`src/rtl/core/cas_pkg.sv`:
```
// Shared types, constants and helpers for the clock, alarm and stopwatch controller.
// Used by every module under rtl/core; depends on nothing else.
`default_nettype none

package cas_pkg;

  localparam int unsigned KEY_COUNT = 4;

  // Key positions within the key level vector
  localparam int unsigned KEY_MODE    = 0;
  localparam int unsigned KEY_HOUR    = 1;
  localparam int unsigned KEY_MINUTE  = 2;
  localparam int unsigned KEY_SILENCE = 3;

  localparam int unsigned TPS_W = 10;
  localparam int unsigned SEC_W = 17;

  localparam logic [TPS_W-1:0] TPS_RESET        = TPS_W'(100);
  localparam logic [SEC_W-1:0] SECONDS_PER_DAY  = SEC_W'(86400);
  localparam logic [SEC_W-1:0] SECONDS_PER_HOUR = SEC_W'(3600);
  localparam logic [SEC_W-1:0] SECONDS_PER_MIN  = SEC_W'(60);
  localparam logic [4:0]       HOURS_PER_DAY    = 5'd24;
  localparam logic [5:0]       MINUTES_PER_HOUR = 6'd60;

  // Mode codes as they appear on the result
  localparam logic [1:0] MODE_CODE_NORMAL    = 2'd0;
  localparam logic [1:0] MODE_CODE_STOPWATCH = 2'd1;
  localparam logic [1:0] MODE_CODE_ALARM_SET = 2'd2;

  typedef enum logic [2:0] {
    MODE_NORMAL    = 3'b001,
    MODE_STOPWATCH = 3'b010,
    MODE_ALARM_SET = 3'b100
  } cas_mode_e;

  typedef struct packed {
    logic       key_mode_level;
    logic       key_hour_level;
    logic       key_minute_level;
    logic       key_silence_level;
    logic [5:0] hour_bcd;
    logic [6:0] minute_bcd;
    logic [6:0] second_bcd;
    logic       tick_10ms;
  } cas_in_t;

  typedef struct packed {
    logic [1:0]       mode;
    logic [SEC_W-1:0] alarm_seconds;
    logic [SEC_W-1:0] stopwatch_seconds;
    logic             stopwatch_paused;
    logic             buzzer_on;
  } cas_out_t;

  function automatic logic [1:0] mode_code(input cas_mode_e m);
    logic [1:0] code;
    unique case (m)
      MODE_NORMAL:    code = MODE_CODE_NORMAL;
      MODE_STOPWATCH: code = MODE_CODE_STOPWATCH;
      MODE_ALARM_SET: code = MODE_CODE_ALARM_SET;
      default:        code = MODE_CODE_NORMAL;
    endcase
    return code;
  endfunction

  // Binary 0..59 to packed BCD; tens taken by a reciprocal multiply (103/1024)
  function automatic logic [7:0] to_bcd2(input logic [5:0] v);
    logic [12:0] prod;
    logic [3:0]  tens;
    logic [5:0]  units;
    prod  = 13'(v) * 13'd103;
    tens  = {1'b0, prod[12:10]};
    units = v - 6'(tens) * 6'd10;
    return {tens, units[3:0]};
  endfunction

endpackage

`default_nettype wire

```
`src/rtl/core/cas_in_stage.sv`:
```
// Input register of the controller: captures one scan transaction per cycle unless stalled.
// Depends on cas_pkg for the scan payload type.
`default_nettype none

module cas_in_stage import cas_pkg::*; (
  input  wire logic    clk_i,
  input  wire logic    rst_ni,
  input  wire logic    in_valid_i,
  output logic         in_stall_o,
  input  wire cas_in_t in_data_i,
  output logic         out_valid_o,
  input  wire logic    out_stall_i,
  output cas_in_t      out_data_o
);

  logic    valid_q;
  cas_in_t data_q;

  // Hold only while a captured scan cannot move on
  assign in_stall_o = valid_q & out_stall_i;

  always_ff @(posedge clk_i or negedge rst_ni) begin
    if (!rst_ni) begin
      valid_q <= 1'b0;
    end else if (!in_stall_o) begin
      valid_q <= in_valid_i;
    end
  end

  always_ff @(posedge clk_i) begin
    if (!in_stall_o && in_valid_i) begin
      data_q <= in_data_i;
    end
  end

  assign out_valid_o = valid_q;
  assign out_data_o  = data_q;

endmodule

`default_nettype wire

```
`src/rtl/core/cas_engine.sv`:
```
// Controller state and result register: key release detection, mode stepping,
// prescaler, stopwatch, alarm setting and buzzer. Depends on cas_pkg.
`default_nettype none

module cas_engine import cas_pkg::*; (
  input  wire logic             clk_i,
  input  wire logic             rst_ni,
  input  wire logic             cfg_we_i,
  input  wire logic [TPS_W-1:0] cfg_wdata_i,
  input  wire logic             in_valid_i,
  output logic                  in_stall_o,
  input  wire cas_in_t          in_data_i,
  output logic                  out_valid_o,
  input  wire logic             out_stall_i,
  output cas_out_t              out_data_o
);

  logic [TPS_W-1:0]     tps_q;
  cas_mode_e            mode_q, mode_d;
  logic [KEY_COUNT-1:0] held_q, held_d;
  logic [4:0]           al_hour_q, al_hour_d;
  logic [5:0]           al_min_q, al_min_d;
  logic [SEC_W-1:0]     sw_q, sw_d;
  logic                 paused_q, paused_d;
  logic                 buzzer_q, buzzer_d;
  logic [TPS_W-1:0]     tick_cnt_q, tick_cnt_d;
  logic                 pending_q, pending_d;
  logic                 out_valid_q;
  cas_out_t             out_q, out_d;

  logic                 fire;
  logic [KEY_COUNT-1:0] level;
  logic [KEY_COUNT-1:0] released;
  logic [TPS_W-1:0]     tick_inc;
  logic [6:0]           min_sum;
  logic                 min_carry;
  logic [5:0]           hour_sum;
  logic [SEC_W-1:0]     sw_inc;
  logic                 alarm_match;

  assign in_stall_o = out_valid_q & out_stall_i;
  assign fire       = in_valid_i & ~in_stall_o;

  assign level[KEY_MODE]    = in_data_i.key_mode_level;
  assign level[KEY_HOUR]    = in_data_i.key_hour_level;
  assign level[KEY_MINUTE]  = in_data_i.key_minute_level;
  assign level[KEY_SILENCE] = in_data_i.key_silence_level;

  // A key is released when it was held and reads high again
  assign released = held_q & level;

  assign tick_inc = tick_cnt_q + TPS_W'(1);
  assign sw_inc   = sw_q + SEC_W'(1);

  // Alarm seconds are always zero, so the second field must read 0x00
  assign alarm_match = ({2'b00, in_data_i.hour_bcd} == to_bcd2({1'b0, al_hour_q}))
                     && ({1'b0, in_data_i.minute_bcd} == to_bcd2(al_min_q))
                     && (in_data_i.second_bcd == 7'h00);

  always_comb begin
    mode_d     = mode_q;
    held_d     = ~level;
    al_hour_d  = al_hour_q;
    al_min_d   = al_min_q;
    sw_d       = sw_q;
    paused_d   = paused_q;
    buzzer_d   = buzzer_q;
    tick_cnt_d = tick_cnt_q;
    pending_d  = pending_q;
    min_sum    = {1'b0, al_min_q};
    min_carry  = 1'b0;
    hour_sum   = {1'b0, al_hour_q};

    if (in_data_i.tick_10ms) begin
      if (tick_inc >= tps_q) begin
        tick_cnt_d = '0;
        pending_d  = 1'b1;
      end else begin
        tick_cnt_d = tick_inc;
      end
    end

    if (released[KEY_MODE]) begin
      unique case (mode_q)
        MODE_NORMAL:    mode_d = MODE_STOPWATCH;
        MODE_STOPWATCH: mode_d = MODE_ALARM_SET;
        MODE_ALARM_SET: mode_d = MODE_NORMAL;
        default:        mode_d = MODE_NORMAL;
      endcase
    end

    if (released[KEY_SILENCE]) begin
      buzzer_d = 1'b0;
    end

    unique case (mode_d)
      MODE_NORMAL: begin
        if ((al_hour_q != '0 || al_min_q != '0) && alarm_match) begin
          buzzer_d = 1'b1;
        end
      end
      MODE_STOPWATCH: begin
        paused_d = paused_q ^ released[KEY_MINUTE];
        if (!paused_d && pending_d) begin
          pending_d = 1'b0;
          sw_d      = (sw_inc >= SECONDS_PER_DAY) ? '0 : sw_inc;
        end
        if (released[KEY_HOUR] && paused_d) begin
          sw_d = '0;
        end
      end
      MODE_ALARM_SET: begin
        // Minute carries into the hour; a full day clears the alarm
        min_sum   = {1'b0, al_min_q} + 7'(released[KEY_MINUTE]);
        min_carry = (min_sum == {1'b0, MINUTES_PER_HOUR});
        hour_sum  = {1'b0, al_hour_q} + 6'(released[KEY_HOUR]) + 6'(min_carry);
        if (hour_sum >= {1'b0, HOURS_PER_DAY}) begin
          al_hour_d = '0;
          al_min_d  = '0;
        end else begin
          al_hour_d = hour_sum[4:0];
          al_min_d  = min_carry ? '0 : min_sum[5:0];
        end
      end
      default: ;
    endcase
  end

  always_comb begin
    out_d.mode              = mode_code(mode_d);
    out_d.alarm_seconds     = SEC_W'(al_hour_d) * SECONDS_PER_HOUR
                            + SEC_W'(al_min_d) * SECONDS_PER_MIN;
    out_d.stopwatch_seconds = sw_d;
    out_d.stopwatch_paused  = paused_d;
    out_d.buzzer_on         = buzzer_d;
  end

  always_ff @(posedge clk_i or negedge rst_ni) begin
    if (!rst_ni) begin
      tps_q <= TPS_RESET;
    end else if (cfg_we_i) begin
      tps_q <= cfg_wdata_i;
    end
  end

  always_ff @(posedge clk_i or negedge rst_ni) begin
    if (!rst_ni) begin
      mode_q     <= MODE_NORMAL;
      held_q     <= '0;
      al_hour_q  <= '0;
      al_min_q   <= '0;
      sw_q       <= '0;
      paused_q   <= 1'b1;
      buzzer_q   <= 1'b0;
      tick_cnt_q <= '0;
      pending_q  <= 1'b0;
    end else if (fire) begin
      mode_q     <= mode_d;
      held_q     <= held_d;
      al_hour_q  <= al_hour_d;
      al_min_q   <= al_min_d;
      sw_q       <= sw_d;
      paused_q   <= paused_d;
      buzzer_q   <= buzzer_d;
      tick_cnt_q <= tick_cnt_d;
      pending_q  <= pending_d;
    end
  end

  always_ff @(posedge clk_i or negedge rst_ni) begin
    if (!rst_ni) begin
      out_valid_q <= 1'b0;
    end else begin
      out_valid_q <= fire | (out_valid_q & out_stall_i);
    end
  end

  always_ff @(posedge clk_i) begin
    if (fire) begin
      out_q <= out_d;
    end
  end

  assign out_valid_o = out_valid_q;
  assign out_data_o  = out_q;

  ap_alarm_range: assert property (@(posedge clk_i) disable iff (!rst_ni)
    al_hour_q < HOURS_PER_DAY && al_min_q < MINUTES_PER_HOUR)
    else $error("alarm hour or minute out of range");

  ap_sw_range: assert property (@(posedge clk_i) disable iff (!rst_ni)
    sw_q < SECONDS_PER_DAY)
    else $error("stopwatch count beyond one day");

  ap_state_hold: assert property (@(posedge clk_i) disable iff (!rst_ni)
    !fire |=> $stable(sw_q) && $stable(mode_q) && $stable(pending_q))
    else $error("state moved without an accepted scan");

  ap_buzzer_normal: assert property (@(posedge clk_i) disable iff (!rst_ni)
    $rose(buzzer_q) |-> mode_q == MODE_NORMAL)
    else $error("buzzer started outside normal mode");

  ap_sw_paused: assert property (@(posedge clk_i) disable iff (!rst_ni)
    fire && paused_q && !released[KEY_MINUTE] && !released[KEY_HOUR]
    |=> $stable(sw_q))
    else $error("paused stopwatch advanced");

endmodule

`default_nettype wire

```
`src/rtl/core/clock_alarm_stopwatch_controller_top.sv`:
```
// Top level of the clock, alarm and stopwatch controller.
// A scan is captured by the input register, its result then by the result register.
// Throughput: one scan per cycle, set by both registers, unless the output stalls.
// A stalled result holds both stages; stall reaches the input within the cycle.
// Reset clears control state: normal mode, alarm off, stopwatch 0 and paused,
// buzzer off, prescaler 0, ticks_per_second 100. Depends on cas_pkg.
`default_nettype none

module clock_alarm_stopwatch_controller_top import cas_pkg::*; (
  input  wire logic             clk_i,
  input  wire logic             rst_ni,
  input  wire logic             cfg_we_i,
  input  wire logic [TPS_W-1:0] cfg_wdata_i,
  input  wire logic             in_valid_i,
  output logic                  in_stall_o,
  input  wire cas_in_t          in_data_i,
  output logic                  out_valid_o,
  input  wire logic             out_stall_i,
  output cas_out_t              out_data_o
);

  logic    scan_valid;
  logic    scan_stall;
  cas_in_t scan_data;

  cas_in_stage u_in_stage (
    .clk_i       (clk_i),
    .rst_ni      (rst_ni),
    .in_valid_i  (in_valid_i),
    .in_stall_o  (in_stall_o),
    .in_data_i   (in_data_i),
    .out_valid_o (scan_valid),
    .out_stall_i (scan_stall),
    .out_data_o  (scan_data)
  );

  cas_engine u_engine (
    .clk_i       (clk_i),
    .rst_ni      (rst_ni),
    .cfg_we_i    (cfg_we_i),
    .cfg_wdata_i (cfg_wdata_i),
    .in_valid_i  (scan_valid),
    .in_stall_o  (scan_stall),
    .in_data_i   (scan_data),
    .out_valid_o (out_valid_o),
    .out_stall_i (out_stall_i),
    .out_data_o  (out_data_o)
  );

endmodule

`default_nettype wire
```
`config.mk`:
```
export PLATFORM = sky130hd
export DESIGN_NAME = clock_alarm_stopwatch_controller_top
export DESIGN_NICKNAME = d
export VERILOG_FILES = /design/src/rtl/core/cas_pkg.sv /design/src/rtl/core/cas_in_stage.sv /design/src/rtl/core/cas_engine.sv /design/src/rtl/core/clock_alarm_stopwatch_controller_top.sv
export SDC_FILE = /design/constraint.sdc
export NUM_CORES = 1
export LEC_CHECK = 0
export BUFFER_PORTS_ARGS = -buffer_cell sky130_fd_sc_hd__buf_2
export CORE_MARGIN = 1
export CORE_UTILIZATION = 62
export DETAILED_ROUTE_END_ITERATION = 10
export GPL_ROUTABILITY_DRIVEN = 0
export MAX_ROUTING_LAYER = met4
export PLACE_DENSITY = 0.83
export RECOVER_POWER = 50
export SLEW_MARGIN = 10
export SYNTH_ARGS = -nofsm -noshare
export SYNTH_HDL_FRONTEND = slang
export SYNTH_HIERARCHICAL = 1
export SYNTH_SLANG_ARGS = --single-unit
```
`constraint.sdc`:
```
create_clock -name clk_i -period 15.5 [get_ports clk_i]
set_clock_uncertainty 0.1 [all_clocks]
set_input_delay 1.55 -clock clk_i [delete_from_list [all_inputs] [get_ports clk_i]]
set_output_delay 1.55 -clock clk_i [all_outputs]
set_load 0.02 [all_outputs]
```
==> results of run 1 <==
==> critical path: cells and delay by family, from the launching register on <==
family / cells / cell delay [ns]
AOI/OAI and AO/OA: 11 / 2.53
xor gates and xnor gates: 2 / 0.33
adders and majority gates: 8 / 2.75
buffers and inverters: 5 / 0.40
DFF: 1 / 0.38
and+or+nand+nor: 6 / 1.10
==> cell type report <==
cell class	count	share of cell area
Sequential cell	121	0.347
Multi-Input combinational cell	611	0.490
Timing Repair Buffer	83	0.0419
Clock inverter	15	0.0207
Inverter	84	0.0328
Tap cell	176	0.0229
Clock buffer	17	0.0442
==> power breakdown <==
group          internal [uW]  total (uW)  leakage, uW  switching (uW)
Sequential               414         469      0.00138            55.0
Clock                    269         417     0.000293             148
Combinational            164         429      0.00293             265
Total                    846        1310      0.00460             468
==> layer usage <==
metal / GRT usage / vias up
met2: 0.467 / 223
met4: 0.0910 / 0
met3: 0.0532 / 24
met1: 0.331 / 3082
met5: - / -
li1: - / 3138
==> registers in the layout, indices dropped and copies added, names as in the netlist <==
signal and count:
u_engine/tick_cnt_q 10, u_in_stage/out_valid_o 1, u_engine/out_data_o 36, u_engine/held_q 4
u_engine/al_hour_q 5, u_in_stage/out_data_o 25, u_engine/pending_q 1, u_engine/sw_q 17
u_engine/buzzer_q 1, u_engine/al_min_q 6, u_engine/tps_q 10, u_engine/mode_q 3
u_engine/paused_q 1, u_engine/out_valid_o 1
==> cell families (layout without fill, tap and decap cells) <==
logic type                 count (synthesis)  in the layout  synth area share
xor gates and xnor gates                  56             56            0.0578
and+or+nand+nor                          217            217             0.128
other                                      1              2          0.000442
muxes                                      5              5           0.00620
buffers and inverters                    108            199            0.0506
adders and majority gates                132            132             0.219
AOI/OAI and AO/OA                        199            199             0.144
DFF                                      121            121             0.394
==> synth_stat cells, types with 4 or more instances <==
cell        n  area share
a211oi_1    8      0.0071
a21o_1     15       0.013
a21oi_1    38       0.022
a22o_1      4      0.0041
a31oi_1    14       0.010
clkbuf_1   15      0.0066
dfrtp_1    55        0.16
dfstp_2     5       0.015
edfxtp_1   61        0.22
fa_1       27       0.064
ha_1      105        0.15
inv_1      83       0.037
nand2_1    79       0.035
nand2b_1    6      0.0044
nand3_1    27       0.016
nand4_1    14       0.010
nor2_1     34       0.015
nor2b_1     8      0.0059
nor3_1      6      0.0035
nor4_1      9      0.0066
o211ai_1    5      0.0044
o21a_1      4      0.0035
o21ai_0    68       0.040
o21ai_1     8      0.0047
o21bai_1    6      0.0053
o22ai_1     5      0.0037
or3_1       7      0.0052
or4_1       4      0.0035
xnor2_1    37       0.038
xor2_1     19       0.020
==> stage by stage <==
stage          worst slack (ns)  cells  hold WS, ns
2_1_floorplan              8.54    840        0.341
3_3_place_gp               8.10   1075        0.361
3_5_place_dp               7.82   1075        0.368
4_1_cts                    7.65   1107        0.380
5_1_grt                    7.07   1107        0.390
6_report                   7.65   1107        0.375
==> final timing paths <==
check	slack (ns)	depth (start not counted)	from	end
worst min register to register	0.37	1	u_in_stage/out_data_o[21]	u_engine/held_q[3]
max in group asynchronous	11.15	2	rst_ni	u_engine/al_min_q[2]
worst min-delay path	0.37	1	u_in_stage/out_data_o[21]	u_engine/held_q[3]
min in group asynchronous	2.25	2	rst_ni	u_engine/tps_q[7]
worst max-delay path	7.65	32	u_in_stage/out_data_o[22]	u_engine/out_data_o[35]
worst max register to register	7.65	32	u_in_stage/out_data_o[22]	u_engine/out_data_o[35]
==> impl_metrics.yaml, run 1 <==
clocking:
  h-tree-depth: 4
  cts_max_path_buffers: 2
  cts_sinks: 121
  post_cts_buffers: 0
  cts_tree: "built"
  clockRootBuffer: "clkbuf_16"
  clock_latency_ns: 0.42
  numCtsBuffers: 17
  cts.clk_slew.worst_paths_ns: 0.06
  hold_buffers: 0
  cts_resized: 0
placed_design:
  post_dp_cell_area_mm2: 0.00902
  io_buffers: 77
  dpl.hpwl_um: 12400
setup_path:
  max_stage_delay_ns: 0.52
  slowest_stage: "fa_1"
  worstPathRequired_ns: 15.56
  worstPathArrival_ns: 7.91
  crit_fanout: 6
  end_kind: "register"
  path_class: "reg -> reg"
  start_kind: "register"
timing:
  fmax_ghz: 0.127
  period_share: 0.507
  hold_viol_final: 0
  period_minus_slack_ns: 7.85
  slew_headroom: -1.23
  final_max_slew_viol_count: 98
  rsz0062_at_grt: "false"
  fin_setup_tns_ns: 0
  finalSetupViolations: 0
  tightest_slew_ns: 3.35
pwr:
  power_density_mw_per_mm2: 137
  vdd_drop_max_uv: 92.6
  p_leak_uw: 0.00460
  total_power_uw: 1310
synthesis:
  ys_seq_area_frac: 0.394
  synth_flop_cell: "edfxtp_1"
  ys_types: 68
  synth_edf_count: 61
  synth.cell_area_mm2: 0.00848
  ys_warn_count: 6
  synth_cells: 839
  synthArstFlopShare: 0.496
  syn_avg_cell_area_um2: 10.1
  synth-seq-cells: 121
final_layout:
  layout_common_cells: "ha_1, inv_1, nand2_1"
  fillCellCount: 975
  utilization: 0.723
  multi_input_area_mm2: 0.00471
  antenna_cells: 0
  finalInstanceArea_mm2: 0.00962
  mostFrequentLayoutCell: "ha_1"
  area_growth_pct: 13.4
  nets: 1090
  seq_area_mm2: 0.00334
  drive_gt1_frac: 0.126
run_status:
  violations: "max-capacitance violations, max-slew violations"
  outcome: "finished with violations"
floorplan:
  die_h_um: 119
  die_x_um: 119
  die_area_mm2: 0.0142
  core_area_mm2: 0.0133
  rows: 42
  initial_utilization: 0.638
  io_pins: 80
routing:
  wl_met1_um: 7480
  wl_per_cell_um: 15.9
  route.detailed.drc: 0
  ant_nets: 0
  vias_per_cell: 5.84
  drt_wl_total_um: 17700
  dr_wl_met3_um: 882
  via_count: 6467
  routed-wl-met2_um: 9040
  drtIter0Drc: 545
  highest_layer: "met4"
  drtPass1Iterations: 7
global_routing:
  grt_max_degree: 61
  first_global_vias: 6358
  antenna_found_initial: 0
  track_usage: 0.275
  gr-total-overflow: 0
  grt_pass1_wl_um: 29600
hold_path:
  hold_path.class: "reg -> reg"
run:
  maxCapViolCount: 2
No activity file was read; power rests on OpenSTA's default activity.
==> run 2, diff against run 1 <==
- ABC_AREA: unset -> 1
- CORE_UTILIZATION: 62 -> 61
- PLACE_DENSITY: 0.83 -> 0.82
- clock period: 15.5 -> 7.41 ns (I/O delays scaled with it)
==> run 2 against run 1 <==
Net effect: the flow still finishes with violations (max-capacitance violations, max-slew violations); via count grew 7.3%; synthesized area rose by 4.1%; clock power increased by 90%; critical path depth grew 4; routed wire length up 1.2%; largest cell class unchanged; largest power group is now combinational logic.
==> impl_metrics.yaml, run 2 <==
run_status:
  outcome: "finished with violations"
  violations: "max-capacitance violations, max-slew violations"
routing:
  vias_per_cell: 5.43
  ant_nets: 0
  via_count: 6936
  drtIter0Drc: 432
  drtPass1Iterations: 5
  drt_wl_total_um: 17900
  wl_per_cell_um: 14.0
  route.detailed.drc: 0
hold_path:
  hold_path.class: "reg -> reg"
timing:
  fmax_ghz: 0.146
  finalSetupViolations: 0
  slew_headroom: -1.24
  period_share: 0.927
  final_max_slew_viol_count: 61
  hold_slack_ns: 0.364
  tightest_slew_ns: 3.37
  hold_viol_final: 0
  fin_setup_tns_ns: 0
  rsz0062_at_grt: "false"
  period_minus_slack_ns: 6.87
  fin_ws_ns: 0.541
floorplan:
  rows: 43
  die_h_um: 122
  io_pins: 80
  initial_utilization: 0.631
  die_x_um: 122
  core_area_mm2: 0.0140
  die_area_mm2: 0.0150
synthesis:
  synthTopCellsByCount: "nand2_1, inv_1, ha_1, o21ai_0, edfxtp_1"
  yosys.area.top_type_share: 0.207
  synth.most_common_cell: "nand2_1"
  synthTopCellsByArea: "edfxtp_1, dfrtp_1, ha_1"
  synth-seq-cells: 121
  synthArstFlopShare: 0.496
  synth-simple-area-share: 0.181
  synth-compound-area-share: 0.0983
  ys_warn_count: 6
  ys_types: 46
  synth_cells: 995
  yosys.area_share.adder: 0.210
  yosys-mux-area-fraction: 0.00128
  synth.cell_area_mm2: 0.00883
  synth_xor_area_frac: 0.0557
  syn_avg_cell_area_um2: 8.87
  synth_largest_area_cell: "edfxtp_1"
  synth_top_family_by_area: "adder cells"
  synth_flop_cell: "edfxtp_1"
  synth_edf_count: 61
  ys_seq_area_frac: 0.378
placed_design:
  dpl.cell_count: 1245
  dp_slack_ns: 0.341
  dpl.hpwl_um: 12900
  io_buffers: 77
pwr:
  internal-power_uw: 1810
  p_comb_frac: 0.386
  seqPwrFrac: 0.343
  vdd_drop_max_uv: 196
  p_leak_uw: 0.00497
  power_density_mw_per_mm2: 292
  netSwitchingFraction: 0.382
  clkPwrFrac: 0.271
  p_switching_uw: 1120
setup_path:
  worstPathRequired_ns: 7.46
  crit_fanout: 8
  max_stage_delay_ns: 0.55
  start_kind: "register"
  path_class: "reg -> reg"
  worstPathArrival_ns: 6.92
  slowest_stage: "fa_1"
  end_kind: "register"
  crit_top_cell: "nand2_1"
global_routing:
  first_global_vias: 6798
  grt_pass1_wl_um: 30600
  grt_max_degree: 80
  antenna_found_initial: 0
  gr-total-overflow: 0
  track_usage: 0.268
clocking:
  cts_tree: "built"
  cts_max_path_buffers: 2
  cts_sinks: 121
  cts.clk_slew.worst_paths_ns: 0.06
  numCtsBuffers: 17
  h-tree-depth: 4
  clock_latency_ns: 0.41
  clockRootBuffer: "clkbuf_16"
final_layout:
  fillCellCount: 1062
  seq_area_mm2: 0.00334
  finalNonFillerCells: 1278
  antenna_cells: 0
  largest_reg_flops: 36
  nets: 1257
  drive_gt1_frac: 0.119
  area_growth_pct: 13.5
  multi_input_area_mm2: 0.00489
  mostFrequentLayoutCell: "nand2_1"
  layout_common_cells: "nand2_1, inv_1, ha_1"
run:
  maxCapViolCount: 1
==> run 2: cell count changes after synthesis, moves of 7 or more <==
cell and delta:
a21o_1 -13, inv_1 +64, or3_1 -7, nand3_1 +26, a31oi_1 -13, o21ai_1 +21
nor2_1 +24, a211oi_1 -8, o21ai_2 +9, xor2_1 +17, nor4_1 -7, nand2_1 +122
xnor2_1 -22, nor2b_1 -8
==> run 2: worst max-delay path: cells and delay by family, from the launching register on <==
| kind | cells | cell delay (ns) |
|---|---|---|
| adder cells (fa/ha/maj) | 8 | 2.79 |
| AO/OA/AOI/OAI | 6 | 1.06 |
| AND/OR/NAND/NOR | 13 | 1.36 |
| XOR/XNOR | 3 | 0.42 |
| flip-flops | 1 | 0.37 |
| buffers and inverters | 6 | 0.49 |
==> run 2: area by class of cell <==
cell class | count | share of cell area
Multi-Input combinational cell | 705 | 0.488
Timing Repair Buffer | 89 | 0.0425
Sequential cell | 121 | 0.333
Clock buffer | 25 | 0.0506
Clock inverter | 7 | 0.00649
Tap cell | 180 | 0.0225
Inverter | 151 | 0.0566
==> run 2: logic make-up (layout without fill, tap and decap cells) <==
group | count (synthesis) | after routing
simple gates | 360 | 360
buf+inv | 170 | 272
xor+xnor | 53 | 53
other cells | 1 | 2
flops | 121 | 121
compound gates | 157 | 157
fa+ha+maj | 132 | 132
mux | 1 | 1
==> run 2: layer usage <==
metal	GRT usage	up-vias	part of all wire
met3	0.0604	33	0.055
met4	0.0907	0	0.016
li1	-	3450	-
met5	-	-	0
met1	0.331	3232	0.45
met2	0.434	221	0.48
==> run 2: worst paths after layout <==
path,startpoint,endpoint,slack [ns],cells past startpoint
hold reg to reg,u_in_stage/out_data_o[23],u_engine/held_q[1],0.36,1
setup reg to reg,u_in_stage/out_data_o[22],u_engine/out_data_o[34],0.54,36
hold / removal,u_in_stage/out_data_o[23],u_engine/held_q[1],0.36,1
min in group asynchronous,rst_ni,u_engine/sw_q[10],1.46,2
setup / recovery,u_in_stage/out_data_o[22],u_engine/out_data_o[34],0.54,36
max in group asynchronous,rst_ni,u_engine/sw_q[12],3.85,2
==> run 2: repair_timing <==
item,CTS,global route
gates resized for setup,0,13
setup endpoints to repair,0,4
setup buffers,0,1
hold buffers,0,0
==> run 2: power groups by stage <==
stage / clock network (uW) / logic [uW] / registers, uW
floorplan: 0 / 744 / 1050
global placement: 0 / 1030 / 1000
detailed placement: 0 / 1080 / 1010
CTS: 805 / 1100 / 1000
global route: 834 / 1280 / 1020
finish: 792 / 1130 / 1000
==> run 2: stage by stage <==
step	cell area (um2)	utilization	total power [uW]
2_1_floorplan	8830	-	1800
3_3_place_gp	9440	0.675	2040
3_5_place_dp	9440	0.675	2090
4_1_cts	10000	0.716	2910
5_1_grt	10000	0.716	3140
6_report	10000	0.716	2920
==> run 3, diff against run 2 <==
- PLACE_DENSITY: 0.82 -> 0.81
- SYNTH_HIERARCHICAL: 1 -> unset
==> run 3 against run 2 <==
Net effect: the flow still finishes with violations (max-capacitance violations, max-slew violations); synthesized cell count up 5.7%; clock power up 7.6%; routed wire length up 9.8%; critical path type unchanged; largest cell class unchanged.
==> impl_metrics.yaml, run 3 <==
setup_path:
  rr_startpoint: "u_in_stage.out_data_o[22]"
  end_kind: "register"
  path_class: "reg -> reg"
  worstPathArrival_ns: 7.07
  max_stage_delay_ns: 0.59
  crit_fanout: 10
  crit_top_cell: "nand2_1"
  start_kind: "register"
  worstPathRequired_ns: 7.49
  crit_start: "u_in_stage.out_data_o[22]"
  r2r_setup_slack_ns: 0.42
  slowest_stage: "fa_1"
routing:
  wl_per_cell_um: 14.7
  via_count: 7293
  vias_per_cell: 5.45
  drtIter0Drc: 561
  ant_nets: 0
  route.detailed.drc: 0
  drtPass1Iterations: 5
  drt_wl_total_um: 19600
clocking:
  clock_latency_ns: 0.43
  numCtsBuffers: 17
  clockRootBuffer: "clkbuf_16"
  h-tree-depth: 4
  cts_max_path_buffers: 2
  cts.clk_slew.worst_paths_ns: 0.06
  cts_tree: "built"
  cts_sinks: 121
floorplan:
  die_x_um: 124
  die_h_um: 124
  io_pins: 80
  rows: 44
  die_area_mm2: 0.0154
  initial_utilization: 0.625
  core_area_mm2: 0.0145
global_routing:
  gr-total-overflow: 0
  track_usage: 0.282
  antenna_found_initial: 1
  grt_max_degree: 75
  grt_pass1_wl_um: 32400
  first_global_vias: 7187
synthesis:
  synth.most_common_cell: "nand2_1"
  synth_edf_count: 61
  synth_cells: 1052
  yosys.area.top_type_share: 0.202
  synthTopCellsByArea: "edfxtp_1, dfrtp_1, ha_1"
  ys_types: 50
  synth_xor_area_frac: 0.0537
  synth.cell_area_mm2: 0.00908
  yosys-mux-area-fraction: 0.00124
  ys_warn_count: 0
  synth-simple-area-share: 0.195
  yosys.area_share.adder: 0.205
  ys_seq_area_frac: 0.368
  synthArstFlopShare: 0.496
  synth-compound-area-share: 0.0901
  synth_flop_cell: "edfxtp_1"
  synth_top_family_by_area: "adder cells"
  syn_avg_cell_area_um2: 8.64
  synth-seq-cells: 121
  synth_largest_area_cell: "edfxtp_1"
  synthTopCellsByCount: "nand2_1, inv_1, ha_1, edfxtp_1, nor2_1"
run_status:
  outcome: "finished with violations"
  violations: "max-capacitance violations, max-slew violations"
run:
  maxCapViolCount: 2
hold_path:
  hold_path.class: "reg -> reg"
  holdCritStartpoint: "u_in_stage.out_data_o[21]"
pwr:
  p_switching_uw: 1920
  clkPwrFrac: 0.198
  p_comb_frac: 0.548
  vdd_drop_max_uv: 392
  internal-power_uw: 2390
  netSwitchingFraction: 0.446
  seqPwrFrac: 0.255
  p_leak_uw: 0.00503
  power_density_mw_per_mm2: 420
final_layout:
  finalNonFillerCells: 1337
  area_growth_pct: 12.8
  nets: 1312
  largest_reg_flops: 36
  mostFrequentLayoutCell: "nand2_1"
  drive_gt1_frac: 0.109
  layout_common_cells: "nand2_1, inv_1, ha_1"
timing:
  final_max_slew_viol_count: 136
  tightest_slew_ns: 3.64
  period_share: 0.943
  fin_setup_tns_ns: 0
  slew_headroom: -1.43
  fmax_ghz: 0.143
  period_minus_slack_ns: 6.99
  finalSetupViolations: 0
  hold_viol_final: 0
placed_design:
  io_buffers: 77
  dpl.cell_count: 1303
  dpl.hpwl_um: 13900
[run 3: changes by cell type after synthesis, sizes merged, moves of 7 or more]
cell / before / now
inv: 151 / 168
nand4: 16 / 26
nand2: 209 / 234
o21ai: 105 / 82
nor3: 5 / 12
a21oi: 36 / 47
[run 3: layout make-up]
cell class / instances / area, um2
multi-input cells: 742 / 5010
fillers: 1105 / 4290
flip-flops and latches: 121 / 3340
inverters: 168 / 631
clock buffers: 25 / 538
repair buffers: 89 / 420
well taps: 184 / 230
clock inverters: 7 / 76.3
diodes: 1 / 2.50
[run 3: routing by layer]
| metal | track usage | up-vias | routed length, um |
|---|---|---|---|
| met2 | 0.475 | 183 | 9990 |
| li1 | - | 3616 | - |
| met1 | 0.319 | 3427 | 8130 |
| met5 | - | - | 0 |
| met3 | 0.0582 | 67 | 830 |
| met4 | 0.137 | 0 | 669 |
[run 3: cells by family after synthesis]
group / count (synthesis)
and+or+nand+nor: 403
buffers and inverters: 190
AOI/OAI and AO/OA: 149
adders and majority gates: 133
DFF: 121
xor gates and xnor gates: 54
other: 1
muxes: 1
[run 3: power groups by stage]
stage | clock (uW) | sequential, uW | combinational [uW]
after floorplan | 0 | 1150 | 1610
after global placement | 0 | 1090 | 2110
after detailed placement | 0 | 1100 | 2220
after CTS | 855 | 1090 | 2300
after global routing | 888 | 1120 | 2650
final | 852 | 1100 | 2360
[run 3: final timing paths]
| check | end | cells after the start |
|---|---|---|
| worst max-delay path | u_engine.out_data_o[35] | 36 |
| worst min-delay path | u_engine.held_q[3] | 1 |
| worst max register to register | u_engine.out_data_o[35] | 36 |
| worst min register to register | u_engine.held_q[3] | 1 |
| max in group asynchronous | u_engine.al_min_q[2] | 2 |
| min in group asynchronous | u_engine.sw_q[9] | 2 |
[run 3: critical path, delay by kind of cell, from the launching register on]
family                     cells  cell delay, ns
buffers and inverters          5            0.48
and+or+nand+nor               13            1.24
AOI/OAI and AO/OA              7            1.21
xor gates and xnor gates       3            0.47
adders and majority gates      8            2.85
DFF                            1            0.39
[run 3: what timing repair did]
item                                    CTS  global route
setup buffers                             0             1
hold endpoints to repair                  0             0
hold buffers                              0             0
pin swaps                                 0             1
gates resized for setup                   2            11
endpoints found under the setup margin    1             5
[run 3: stage by stage]
stage | instance area [um2] | utilization | hold slack [ns] | total power (uW) | setup slack, ns
6_report | 10200 | 0.705 | 0.368 | 4310 | 0.423
5_1_grt | 10200 | 0.705 | 0.374 | 4660 | -0.0316
4_1_cts | 10300 | 0.705 | 0.363 | 4240 | 0.104
3_5_place_dp | 9640 | 0.663 | 0.367 | 3320 | 0.0682
3_3_place_gp | 9640 | 0.663 | 0.351 | 3200 | 0.409
2_1_floorplan | 9090 | - | 0.334 | 2760 | 0.643
